--- src/sv/rso_pkg.sv ---
// Shared types, codes and helpers for the string operation engine.
package rso_pkg;

   localparam logic MODE_BEGIN = 1'b0;
   localparam logic MODE_DATA  = 1'b1;

   localparam logic [2:0] OP_MOVS = 3'd0;
   localparam logic [2:0] OP_STOS = 3'd1;
   localparam logic [2:0] OP_LODS = 3'd2;
   localparam logic [2:0] OP_SCAS = 3'd3;
   localparam logic [2:0] OP_CMPS = 3'd4;

   localparam logic [1:0] REP_NONE = 2'd0;
   localparam logic [1:0] REP_E    = 2'd1;
   localparam logic [1:0] REP_NE   = 2'd2;
   localparam logic [1:0] REP_BAD  = 2'd3;

   localparam logic [1:0] SIZE_BYTE  = 2'd0;
   localparam logic [1:0] SIZE_WORD  = 2'd1;
   localparam logic [1:0] SIZE_DWORD = 2'd2;
   localparam logic [1:0] SIZE_QWORD = 2'd3;

   typedef struct packed {
      logic        mode;
      logic [2:0]  op_kind;
      logic [1:0]  size_code;
      logic [1:0]  rep_kind;
      logic        direction;
      logic [63:0] count;
      logic [63:0] src_addr;
      logic [63:0] dst_addr;
      logic [63:0] accumulator;
      logic [63:0] src_data;
      logic [63:0] dst_data;
      logic        fault;
   } rso_req_type;

   typedef struct packed {
      logic        write_enable;
      logic [63:0] write_addr;
      logic [63:0] write_data;
      logic [63:0] next_src;
      logic [63:0] next_dst;
      logic [63:0] count_left;
      logic [63:0] acc_value;
      logic [63:0] difference;
      logic        zero_flag;
      logic        done_res;
      logic        faulted;
   } rso_rsp_type;

   typedef struct packed {
      logic [2:0] op;
      logic [1:0] size;
      logic [1:0] rep;
      logic       dir;
      logic       busy;
   } rso_ctrl_type;

   function automatic logic [63:0] size_mask(input logic [1:0] size);
      logic [63:0] m;
      unique case (size)
         SIZE_BYTE:  m = 64'h0000_0000_0000_00FF;
         SIZE_WORD:  m = 64'h0000_0000_0000_FFFF;
         SIZE_DWORD: m = 64'h0000_0000_FFFF_FFFF;
         SIZE_QWORD: m = 64'hFFFF_FFFF_FFFF_FFFF;
      endcase
      return m;
   endfunction

endpackage

--- src/sv/rso_channels.sv ---
// Valid/ready channel interfaces for request and response transfers.
interface rso_req_if import rso_pkg::*; ();
   logic        valid;
   logic        ready;
   rso_req_type payload;
   modport source (output valid, output payload, input ready);
   modport sink (input valid, input payload, output ready);
endinterface

interface rso_rsp_if import rso_pkg::*; ();
   logic        valid;
   logic        ready;
   rso_rsp_type payload;
   modport source (output valid, output payload, input ready);
   modport sink (input valid, input payload, output ready);
endinterface

--- src/sv/rep_string_op_engine.sv ---
// Top level of the x86 string operation engine (MOVS/STOS/LODS/SCAS/CMPS).
//
// Usage:
//   req_chan carries one item per transfer. mode = begin loads a new
//   instruction (operation, size, prefix, direction, count, addresses,
//   accumulator); mode = data delivers one iteration's memory words or a
//   fault. Every request transfer yields exactly one response on rsp_chan:
//   the store request, next addresses, remaining count, accumulator,
//   difference, zero flag, done and fault status.
//   The response of an accepted item is registered and valid from the
//   cycle after its transfer. Throughput is one item per cycle while the
//   receiver takes each response, set by the single pass from the state
//   registers and request payload through the address steps and one
//   64-bit subtract and compare into the state and result registers.
//   Reset (synchronous, active high) clears the instruction state to zero
//   and idle and empties the result register.
//   When the receiver stalls, the result register holds its response and
//   req_chan.ready drops until that response is taken; a new request is
//   accepted in the same cycle that the held response transfers.
module rep_string_op_engine import rso_pkg::*; #(
   parameter int ADDR_BITS = 64
) (
   input  logic        clock,
   input  logic        reset,
   rso_req_if.sink     req_chan,
   rso_rsp_if.source   rsp_chan
);

   // instruction state
   rso_ctrl_type         ctrl_ff, ctrl_in;
   logic [63:0]          remaining_ff, remaining_in;
   logic [63:0]          acc_ff, acc_in;
   logic [ADDR_BITS-1:0] src_ff, src_in;
   logic [ADDR_BITS-1:0] dst_ff, dst_in;

   rso_rsp_type step_result;
   logic        take_ready;
   logic        req_xfer;

   assign req_chan.ready = take_ready;
   assign req_xfer       = req_chan.valid && take_ready;

   rso_step #(
      .ADDR_BITS (ADDR_BITS)
   ) u_step (
      .item          (req_chan.payload),
      .ctrl_cur      (ctrl_ff),
      .remaining_cur (remaining_ff),
      .acc_cur       (acc_ff),
      .src_cur       (src_ff),
      .dst_cur       (dst_ff),
      .ctrl_nxt      (ctrl_in),
      .remaining_nxt (remaining_in),
      .acc_nxt       (acc_in),
      .src_nxt       (src_in),
      .dst_nxt       (dst_in),
      .result        (step_result)
   );

   // advance state only on a request transfer; otherwise hold
   always_ff @(posedge clock) begin
      if (reset) begin
         ctrl_ff      <= '0;
         remaining_ff <= '0;
         acc_ff       <= '0;
         src_ff       <= '0;
         dst_ff       <= '0;
      end else if (req_xfer) begin
         ctrl_ff      <= ctrl_in;
         remaining_ff <= remaining_in;
         acc_ff       <= acc_in;
         src_ff       <= src_in;
         dst_ff       <= dst_in;
      end
   end

   rso_out_reg u_out (
      .clock     (clock),
      .reset     (reset),
      .load      (req_xfer),
      .load_data (step_result),
      .in_ready  (take_ready),
      .out_valid (rsp_chan.valid),
      .out_ready (rsp_chan.ready),
      .out_data  (rsp_chan.payload)
   );

endmodule

--- src/sv/rso_step.sv ---
// One-step next-state and result logic of the string operation engine.
module rso_step import rso_pkg::*; #(
   parameter int ADDR_BITS = 64
) (
   input  rso_req_type            item,
   input  rso_ctrl_type           ctrl_cur,
   input  logic [63:0]            remaining_cur,
   input  logic [63:0]            acc_cur,
   input  logic [ADDR_BITS-1:0]   src_cur,
   input  logic [ADDR_BITS-1:0]   dst_cur,
   output rso_ctrl_type           ctrl_nxt,
   output logic [63:0]            remaining_nxt,
   output logic [63:0]            acc_nxt,
   output logic [ADDR_BITS-1:0]   src_nxt,
   output logic [ADDR_BITS-1:0]   dst_nxt,
   output rso_rsp_type            result
);

   logic [63:0]          mask;
   logic [ADDR_BITS-1:0] step_amt;
   logic [ADDR_BITS-1:0] src_adv;
   logic [ADDR_BITS-1:0] dst_adv;
   logic [63:0]          rem_dec;
   logic [63:0]          diff;
   logic                 is_cmp;
   logic                 zf;
   logic                 done;
   logic                 flt;
   logic                 we;
   logic [63:0]          wa;
   logic [63:0]          wd;
   logic [1:0]           rep_eff;
   logic [63:0]          src_wide;
   logic [63:0]          dst_wide;
   logic [63:0]          dst_nxt_wide;

   assign mask     = size_mask(ctrl_cur.size);
   assign step_amt = ADDR_BITS'(4'b0001 << ctrl_cur.size);
   assign src_adv  = ctrl_cur.dir ? src_cur - step_amt : src_cur + step_amt;
   assign dst_adv  = ctrl_cur.dir ? dst_cur - step_amt : dst_cur + step_amt;
   assign rem_dec  = remaining_cur - 64'd1;
   assign rep_eff  = (item.rep_kind == REP_BAD) ? REP_NONE : item.rep_kind;

   always_comb begin
      ctrl_nxt      = ctrl_cur;
      remaining_nxt = remaining_cur;
      acc_nxt       = acc_cur;
      src_nxt       = src_cur;
      dst_nxt       = dst_cur;
      we            = 1'b0;
      wa            = '0;
      wd            = '0;
      diff          = '0;
      is_cmp        = 1'b0;
      zf            = 1'b0;
      done          = 1'b1;
      flt           = 1'b0;
      dst_wide      = '0;
      dst_wide[ADDR_BITS-1:0] = dst_cur;

      if (item.mode == MODE_BEGIN) begin
         ctrl_nxt.op   = item.op_kind;
         ctrl_nxt.size = item.size_code;
         ctrl_nxt.rep  = rep_eff;
         ctrl_nxt.dir  = item.direction;
         remaining_nxt = item.count;
         src_nxt       = item.src_addr[ADDR_BITS-1:0];
         dst_nxt       = item.dst_addr[ADDR_BITS-1:0];
         acc_nxt       = item.accumulator;
         done          = (item.op_kind > OP_CMPS) ||
                         ((rep_eff != REP_NONE) && (item.count == 64'd0));
         ctrl_nxt.busy = !done;
      end else if (!ctrl_cur.busy) begin
         done = 1'b1;
      end else if (item.fault) begin
         ctrl_nxt.busy = 1'b0;
         flt           = 1'b1;
      end else begin
         unique case (ctrl_cur.op)
            OP_MOVS: begin
               we      = 1'b1;
               wa      = dst_wide;
               wd      = item.src_data & mask;
               src_nxt = src_adv;
               dst_nxt = dst_adv;
            end
            OP_STOS: begin
               we      = 1'b1;
               wa      = dst_wide;
               wd      = acc_cur & mask;
               dst_nxt = dst_adv;
            end
            OP_LODS: begin
               if (ctrl_cur.size == SIZE_DWORD) begin
                  acc_nxt = item.src_data & mask;
               end else begin
                  acc_nxt = (acc_cur & ~mask) | (item.src_data & mask);
               end
               src_nxt = src_adv;
            end
            OP_SCAS: begin
               diff    = ((acc_cur & mask) - (item.dst_data & mask)) & mask;
               is_cmp  = 1'b1;
               dst_nxt = dst_adv;
            end
            default: begin
               diff    = ((item.src_data & mask) - (item.dst_data & mask)) & mask;
               is_cmp  = 1'b1;
               src_nxt = src_adv;
               dst_nxt = dst_adv;
            end
         endcase
         zf = is_cmp && (diff == 64'd0);
         if (ctrl_cur.rep != REP_NONE) begin
            remaining_nxt = rem_dec;
            done = (rem_dec == 64'd0) ||
                   (is_cmp && (ctrl_cur.rep == REP_E) && !zf) ||
                   (is_cmp && (ctrl_cur.rep == REP_NE) && zf);
         end else begin
            done = 1'b1;
         end
         if (done) begin
            ctrl_nxt.busy = 1'b0;
         end
      end
   end

   always_comb begin
      src_wide                = '0;
      src_wide[ADDR_BITS-1:0] = src_nxt;
   end

   always_comb begin
      dst_nxt_wide                = '0;
      dst_nxt_wide[ADDR_BITS-1:0] = dst_nxt;
   end

   always_comb begin
      result.write_enable = we;
      result.write_addr   = wa;
      result.write_data   = wd;
      result.next_src     = src_wide;
      result.next_dst     = dst_nxt_wide;
      result.count_left   = remaining_nxt;
      result.acc_value    = acc_nxt;
      result.difference   = diff;
      result.zero_flag    = zf;
      result.done_res     = done;
      result.faulted      = flt;
   end

endmodule

--- src/sv/rso_out_reg.sv ---
// Result register that holds a response until the receiver takes it.
module rso_out_reg import rso_pkg::*; (
   input  logic        clock,
   input  logic        reset,
   input  logic        load,
   input  rso_rsp_type load_data,
   output logic        in_ready,
   output logic        out_valid,
   input  logic        out_ready,
   output rso_rsp_type out_data
);

   logic        valid_ff;
   rso_rsp_type data_ff;

   assign in_ready  = !valid_ff || out_ready;
   assign out_valid = valid_ff;
   assign out_data  = data_ff;

   always_ff @(posedge clock) begin
      if (reset) begin
         valid_ff <= 1'b0;
      end else if (in_ready) begin
         valid_ff <= load;
      end
      if (load) begin
         data_ff <= load_data;
      end
   end

endmodule

--- src/flat_wrapper.sv ---
// flat-port wrapper written by rule: the top's interface ports become plain ports
module rep_string_op_engine_flat import rso_pkg::*;
#(
   parameter int ADDR_BITS = 64
)
  (clock, reset, req_chan_valid, req_chan_payload, req_chan_ready, rsp_chan_valid, rsp_chan_payload, rsp_chan_ready);
  rso_req_if req_chan_i ();
  rso_rsp_if rsp_chan_i ();
  input  logic clock;
  input  logic reset;
  input wire logic [$bits(req_chan_i.valid)-1:0] req_chan_valid;
  input wire logic [$bits(req_chan_i.payload)-1:0] req_chan_payload;
  output wire logic [$bits(req_chan_i.ready)-1:0] req_chan_ready;
  output wire logic [$bits(rsp_chan_i.valid)-1:0] rsp_chan_valid;
  output wire logic [$bits(rsp_chan_i.payload)-1:0] rsp_chan_payload;
  input wire logic [$bits(rsp_chan_i.ready)-1:0] rsp_chan_ready;
  assign req_chan_i.valid = req_chan_valid;
  assign req_chan_i.payload = req_chan_payload;
  assign req_chan_ready = req_chan_i.ready;
  assign rsp_chan_valid = rsp_chan_i.valid;
  assign rsp_chan_payload = rsp_chan_i.payload;
  assign rsp_chan_i.ready = rsp_chan_ready;
  rep_string_op_engine #(.ADDR_BITS(ADDR_BITS)) u_core (.clock(clock), .reset(reset), .req_chan(req_chan_i), .rsp_chan(rsp_chan_i));
endmodule
--- config.mk ---
export PLATFORM = sky130hd
export DESIGN_NAME = rep_string_op_engine_flat
export DESIGN_NICKNAME = d
export VERILOG_FILES = /design/src/sv/rso_pkg.sv /design/src/sv/rso_channels.sv /design/src/sv/rep_string_op_engine.sv /design/src/sv/rso_step.sv /design/src/sv/rso_out_reg.sv /design/src/flat_wrapper.sv
export SDC_FILE = /design/constraint.sdc
export NUM_CORES = 2
export LEC_CHECK = 0
export BUFFER_PORTS_ARGS = -buffer_cell sky130_fd_sc_hd__buf_2
export CAP_MARGIN = 20
export CORE_AREA = 3 3 332 334
export CTS_BUF_LIST = sky130_fd_sc_hd__clkbuf_16
export DETAILED_ROUTE_END_ITERATION = 6
export DIE_AREA = 0 0 335 337
export MAX_ROUTING_LAYER = met4
export PLACE_DENSITY = 0.62
export SYNTH_ARGS = -nofsm -noshare
export SYNTH_HDL_FRONTEND = slang
export SYNTH_HIERARCHICAL = 1
export SYNTH_SLANG_ARGS = --single-unit
--- constraint.sdc ---
create_clock -name clock -period 30.2 [get_ports clock]
set_clock_uncertainty 0.15 [all_clocks]
set_input_delay 7.55 -clock clock [delete_from_list [all_inputs] [get_ports clock]]
set_output_delay 7.55 -clock clock [all_outputs]
set_load 0.005 [all_outputs]
Word-level counts from Yosys, hierarchy flattened

Cells that the tools add are included.

Bits in registers: 718
Input port bits: 398
Word-level logic and storage cells: 121
Output and inout bits: 454

Bitwise logic cells: 11
Add/sub/neg operators: 7
Reductions and logical operators: 28
Equality and inequality tests: 9
$lt $le $gt $ge: 1
Shift-type cells: 1
Multiplexer cells: 43

Operators with widths:

| operator                                                             | count |
|---|---|
| 64-bit two-way mux                                                   | 22 |
| 64-bit AND                                                           | 6 |
| 64-bit one-hot mux with 2 select lines                               | 2 |
| 64-bit one-hot mux with 4 select lines                               | 1 |
| 64-bit subtractor                                                    | 4 |
| 64-bit zero test                                                     | 3 |
| 64-bit adder                                                         | 2 |
| 64-bit inverter                                                      | 1 |
| 64-bit OR                                                            | 1 |
| 1-bit by 2-bit left shift with 64-bit output, first input constant   | 1 |
| 64-bit by 1-bit subtractor with 64-bit output, second input constant | 1 |
| 1-bit two-way mux                                                    | 17 |
| 2-bit == test, second input constant                                 | 4 |
| 1-bit logical AND                                                    | 7 |
| 3-bit by 2-bit == test with 1-bit output, second input constant      | 2 |
| 3-bit OR reduction                                                   | 2 |
| 2-bit by 1-bit == test with 1-bit output, second input constant      | 2 |
| 1-bit logical OR                                                     | 4 |
| 2-bit AND reduction                                                  | 2 |
| 2-bit nonzero test                                                   | 2 |
| 2-bit OR reduction                                                   | 2 |
| 4-bit OR reduction                                                   | 1 |
| 3-bit by 1-bit == test with 1-bit output, second input constant      | 1 |
| 3-bit > comparator, second input constant                            | 1 |
| other kinds (5)                                                      | 9 |

Depth between registers and ports, before layout

Word-level depth: 23
Mapped depth: 26
Depth with buffers taken out: 22

Modules after synthesis

The synthesis kept the hierarchy.

Modules (own cells, without submodules):

| module               | area each (µm²) | times used | cells an instance | sequential area each (µm²) |
|---|---|---|---|---|
| rso_step             | 22607.9         | 1          | 3776              | 0.0 |
| rso_out_reg          | 13619.3         | 1          | 456               | 13593.0 |
| rep_string_op_engine | 11508.5         | 1          | 1208              | 5305.1 |

Least setup slack after synthesis

Ideal clock, no wire load.

Path kind: input port to flip-flop
Start: input port rsp_chan_ready
End: register u_core.u_out.valid_ff, in the netlist u_core/u_out/out_valid
Data required time: 29.955 ns
Setup slack: 10.797 ns
Library setup time: 0.095 ns
Arrival time: 19.157 ns
Stages on the path: 7
Path through: nand2b_4 -> buf_6 -> buf_2 -> buf_2 -> and2_1 -> inv_1 -> a21oi_2

Word-level cells in the longest chain between the ends: 2

RTL lines:

| item                      | RTL line                   | RTL |
|---|---|---|
| start: declaration        | flat_wrapper.sv:16         | `input wire logic [$bits(rsp_chan_i.ready)-1:0] rsp_chan_ready;` |
| 1-bit logical OR          | rso_out_reg.sv:16          | `assign in_ready = !valid_ff \|\| out_ready;` |
| 1-bit logical AND         | rep_string_op_engine.sv:41 | `assign req_xfer = req_chan.valid && take_ready;` |
| named net u_core.req_xfer | rep_string_op_engine.sv:38 | `logic req_xfer;` |
| end signal: assignment    | rso_out_reg.sv:24          | `valid_ff <= load;` |
| end: declaration          | rso_out_reg.sv:13          | `logic valid_ff;` |

The timed path passes the listed nets, and every way through them passes these cells.
A chain may end at the register's enable or synchronous reset.

Final worst setup path

Start: input port rsp_chan_ready
End: output port req_chan_ready

Word-level cells in the longest chain between the ends: 1

RTL lines:

| item             | RTL line           | RTL |
|---|---|---|
| 1-bit logical OR | rso_out_reg.sv:16  |  |
| end: declaration | flat_wrapper.sv:13 | `output wire logic [$bits(req_chan_i.ready)-1:0] req_chan_ready;` |

Every way passes these cells.

==> results.sh <==
export IMPL_ys_warn_count=6
export IMPL_cpLargestDelayFamily="simple AND/OR/NAND/NOR gates"
export IMPL_cts_buffers=81
export IMPL_cts_root_buf="clkbuf_16"
export IMPL_worst_slew_pin_slew_ns=1.12
export IMPL_postPlaceCellArea_sq_um=50600
export IMPL_yosys_area_top_type="edfxtp_1"
export IMPL_synth_top_family_by_area="compound AO/OA/AOI/OAI gates"
export IMPL_crit_slowest_cell="nand2b_4"
export IMPL_arrival_ns=8.37
export IMPL_num_vias=43362
export IMPL_cts_hold_buf=0
export IMPL_cellPowerDensity_nw_per_um2=51.8
export IMPL_slew_violations=0
export IMPL_via_per_inst=5.94
export IMPL_critPathLaunchType="input pin"
export IMPL_final_common_cell="buf_2"
export IMPL_synthMuxAreaShare_pct=1.21
export IMPL_grt_pass1_vias=40682
export IMPL_met1_length_mm=75.4
export IMPL_start_util_pct=44.5
export IMPL_grt_use_total_pct=31.4
export IMPL_route_detailed_drc=0
export IMPL_synth_cell_area_sq_um=47700
export IMPL_fp_coreArea_sq_um=107000
export IMPL_fp_dieH_um=337
export IMPL_crit_chain="buf_2, nand2b_4, buf_2"
export IMPL_setup_viol_count_final=0
export IMPL_critical_path_endpoint_type="output pin"
export IMPL_max_freq_mhz=62.2
export IMPL_cap_violations=0
export IMPL_syn_nets=6036
export IMPL_crit_fanout=46
export IMPL_place_congestion=0.985
export IMPL_peakVddDrop_mv=0.0390
export IMPL_antenna_found_initial=37
export IMPL_fill_cells=10280
export IMPL_drt_antenna_violating_nets=0
export IMPL_multi_input_area_sq_um=24900
export IMPL_grt_pass1_wl_mm=263
export IMPL_portBuffers=851
export IMPL_dr_pass1_iters=6
export IMPL_dieArea_sq_um=113000
export IMPL_dp_cells=7124
export IMPL_fin_crit_sh_pct=53.2
export IMPL_synthTopCellsByArea="edfxtp_1, dfxtp_1, a21oi_1"
export IMPL_fin_cells=7305
export IMPL_syn_inst=5440
export IMPL_crit_path_frequent_cell="buf_2"
export IMPL_hp_class="register to register"
export IMPL_highest_layer="met4"
export IMPL_clockBufferDepth=3
export IMPL_final_cell_mix="buf_2, a21oi_1, nor2_1"
export IMPL_p_leak_nw=22.4
export IMPL_synth_edff_count=452
export IMPL_clk_latency_ns=0.67
export IMPL_htreeDepth=3
export IMPL_route_met3_wl_mm=13.3
export IMPL_wl_per_cell_um=24.8
export IMPL_synth_compound_area_share_pct=23.0
export IMPL_final_layout_size_suffix_gt1_share_pct=19.2
export IMPL_grt_overflow=0
export IMPL_num_rows=120
export IMPL_synth_fa_ha_area_share_pct=5.24
export IMPL_synth_cell_type_count=100
export IMPL_path_buf_inv=2
export IMPL_synthSimpleGateAreaFrac_pct=18.2
export IMPL_worst_slack_ns=14.13
export IMPL_seqCellArea_sq_um=18900
export IMPL_worst_ep_required_time_ns=22.50
export IMPL_place_hpwl_mm=135
export IMPL_power_total_w=0.00277
export IMPL_relSlewSlack_pct=25.1
export IMPL_setup_tns_ns=0
export IMPL_synth_ff_type="edfxtp_1"
export IMPL_synth_top_area_share_pct=28.4
export IMPL_fin_area_sq_um=53400
export IMPL_syn_to_final_growth_pct=12.0
export IMPL_drt_iter0_drc=4083
export IMPL_synth_xor_area_share_pct=4.48
export IMPL_ys_ff_latch=718
export IMPL_rsz0062_at_grt="no"
export IMPL_die_w_um=335
export IMPL_post_cts_setup_buffer_count=0
export IMPL_clkTransAtPathRegs_ns=0.06
export IMPL_async_reset_ff_share_pct=0
export IMPL_cts_sinks=718
export IMPL_criticalPathCategory="input pin to output pin"
export IMPL_status="completed"
export IMPL_ys_seq_area_share_pct=39.6
export IMPL_syn_area_per_cell_sq_um=8.77
export IMPL_cts_tree="done"
export IMPL_hold_viol_final=0
export IMPL_post_route_min_period_ns=16.07
export IMPL_wl_met2_mm=85.9
export IMPL_slowest_delay_ns=0.51
export IMPL_io_pins=852
export IMPL_drt_total_wl_mm=181
export IMPL_nets=6400
export IMPL_place_ws_ns=14.14
export IMPL_cts_resized=0
export IMPL_grt_max_degree=169
==> power by group <==
group | leakage [nW] | switching (W) | internal, W | total (W)
clock network | 1.42 | 0.000429 | 0.000617 | 0.00105
logic | 14.3 | 0.000354 | 0.000210 | 0.000564
registers | 6.69 | 0.0000459 | 0.00111 | 0.00116
total | 22.4 | 0.000829 | 0.00194 | 0.00277
==> sequential cells by signal (all words and copies together), names as in the netlist <==
name and cells:
u_core/u_out/out_data 452, u_core/acc_ff 64, u_core/dst_ff 64, u_core/remaining_ff 64, u_core/src_ff 64, u_core/ctrl_ff 9
u_core/u_out/out_valid 1
==> tightest hold or removal path, cell delays in order, from the launching register on <==
cell and delay [ns]:
dfxtp_1 0.31, a21bo_2 0.18, a21oi_1 0.05
==> stage by stage <==
| step | util [%] | hold slack, ns |
|---|---|---|
| floorplan | - | 0.356 |
| global placement | 47.2 | 0.425 |
| detailed placement | 47.2 | 0.429 |
| CTS | 49.8 | 0.444 |
| global route | 49.8 | 0.463 |
| finish | 49.9 | 0.442 |
==> synth_stat cells, drive strengths merged (31+ instances only) <==
cell,number
dfxtp,266
o21ai,143
nor3,87
nand4,53
ha,195
mux2i,41
clkbuf,214
a21bo,265
xor2,108
nor2b,36
nor2,604
nor4,49
a21oi,809
o21bai,31
nand2,442
a31oi,55
inv,79
nand3,332
edfxtp,452
and3,104
xnor2,136
a22oi,88
a21o,89
buf,409
==> kinds of logic after synthesis <==
logic type,Yosys count
compound gates,1668
xor+xnor,244
fa+ha+maj,198
buf+inv,704
flops,718
mux,56
simple gates,1852
==> area by class of cell <==
type | count | share of cell area, %
multi-input combinational | 4018 | 46.6
sequential | 718 | 35.4
timing repair buffer | 904 | 8.81
clock buffer | 84 | 3.93
tap | 1403 | 3.28
clock inverter | 68 | 1.27
inverter | 81 | 0.569
antenna | 29 | 0.136
==> routing by layer <==
layer	GRT usage [%]	vias to the layer above
met3	5.20	297
li1	-	20252
met2	50.4	1903
met1	39.9	20910
met5	-	-
met4	11.8	0
==> final timing paths <==
check,slack (ns),end,start,cells after the start
setup / recovery,14.13,req_chan_ready,rsp_chan_ready,3
hold / removal,0.44,u_core/src_ff[63],u_core/src_ff[63],2
setup reg to reg,22.15,u_core/src_ff[63],u_core/ctrl_ff[5],26
hold reg to reg,0.44,u_core/src_ff[63],u_core/src_ff[63],2
No activity file was read; power rests on OpenSTA's default activity.
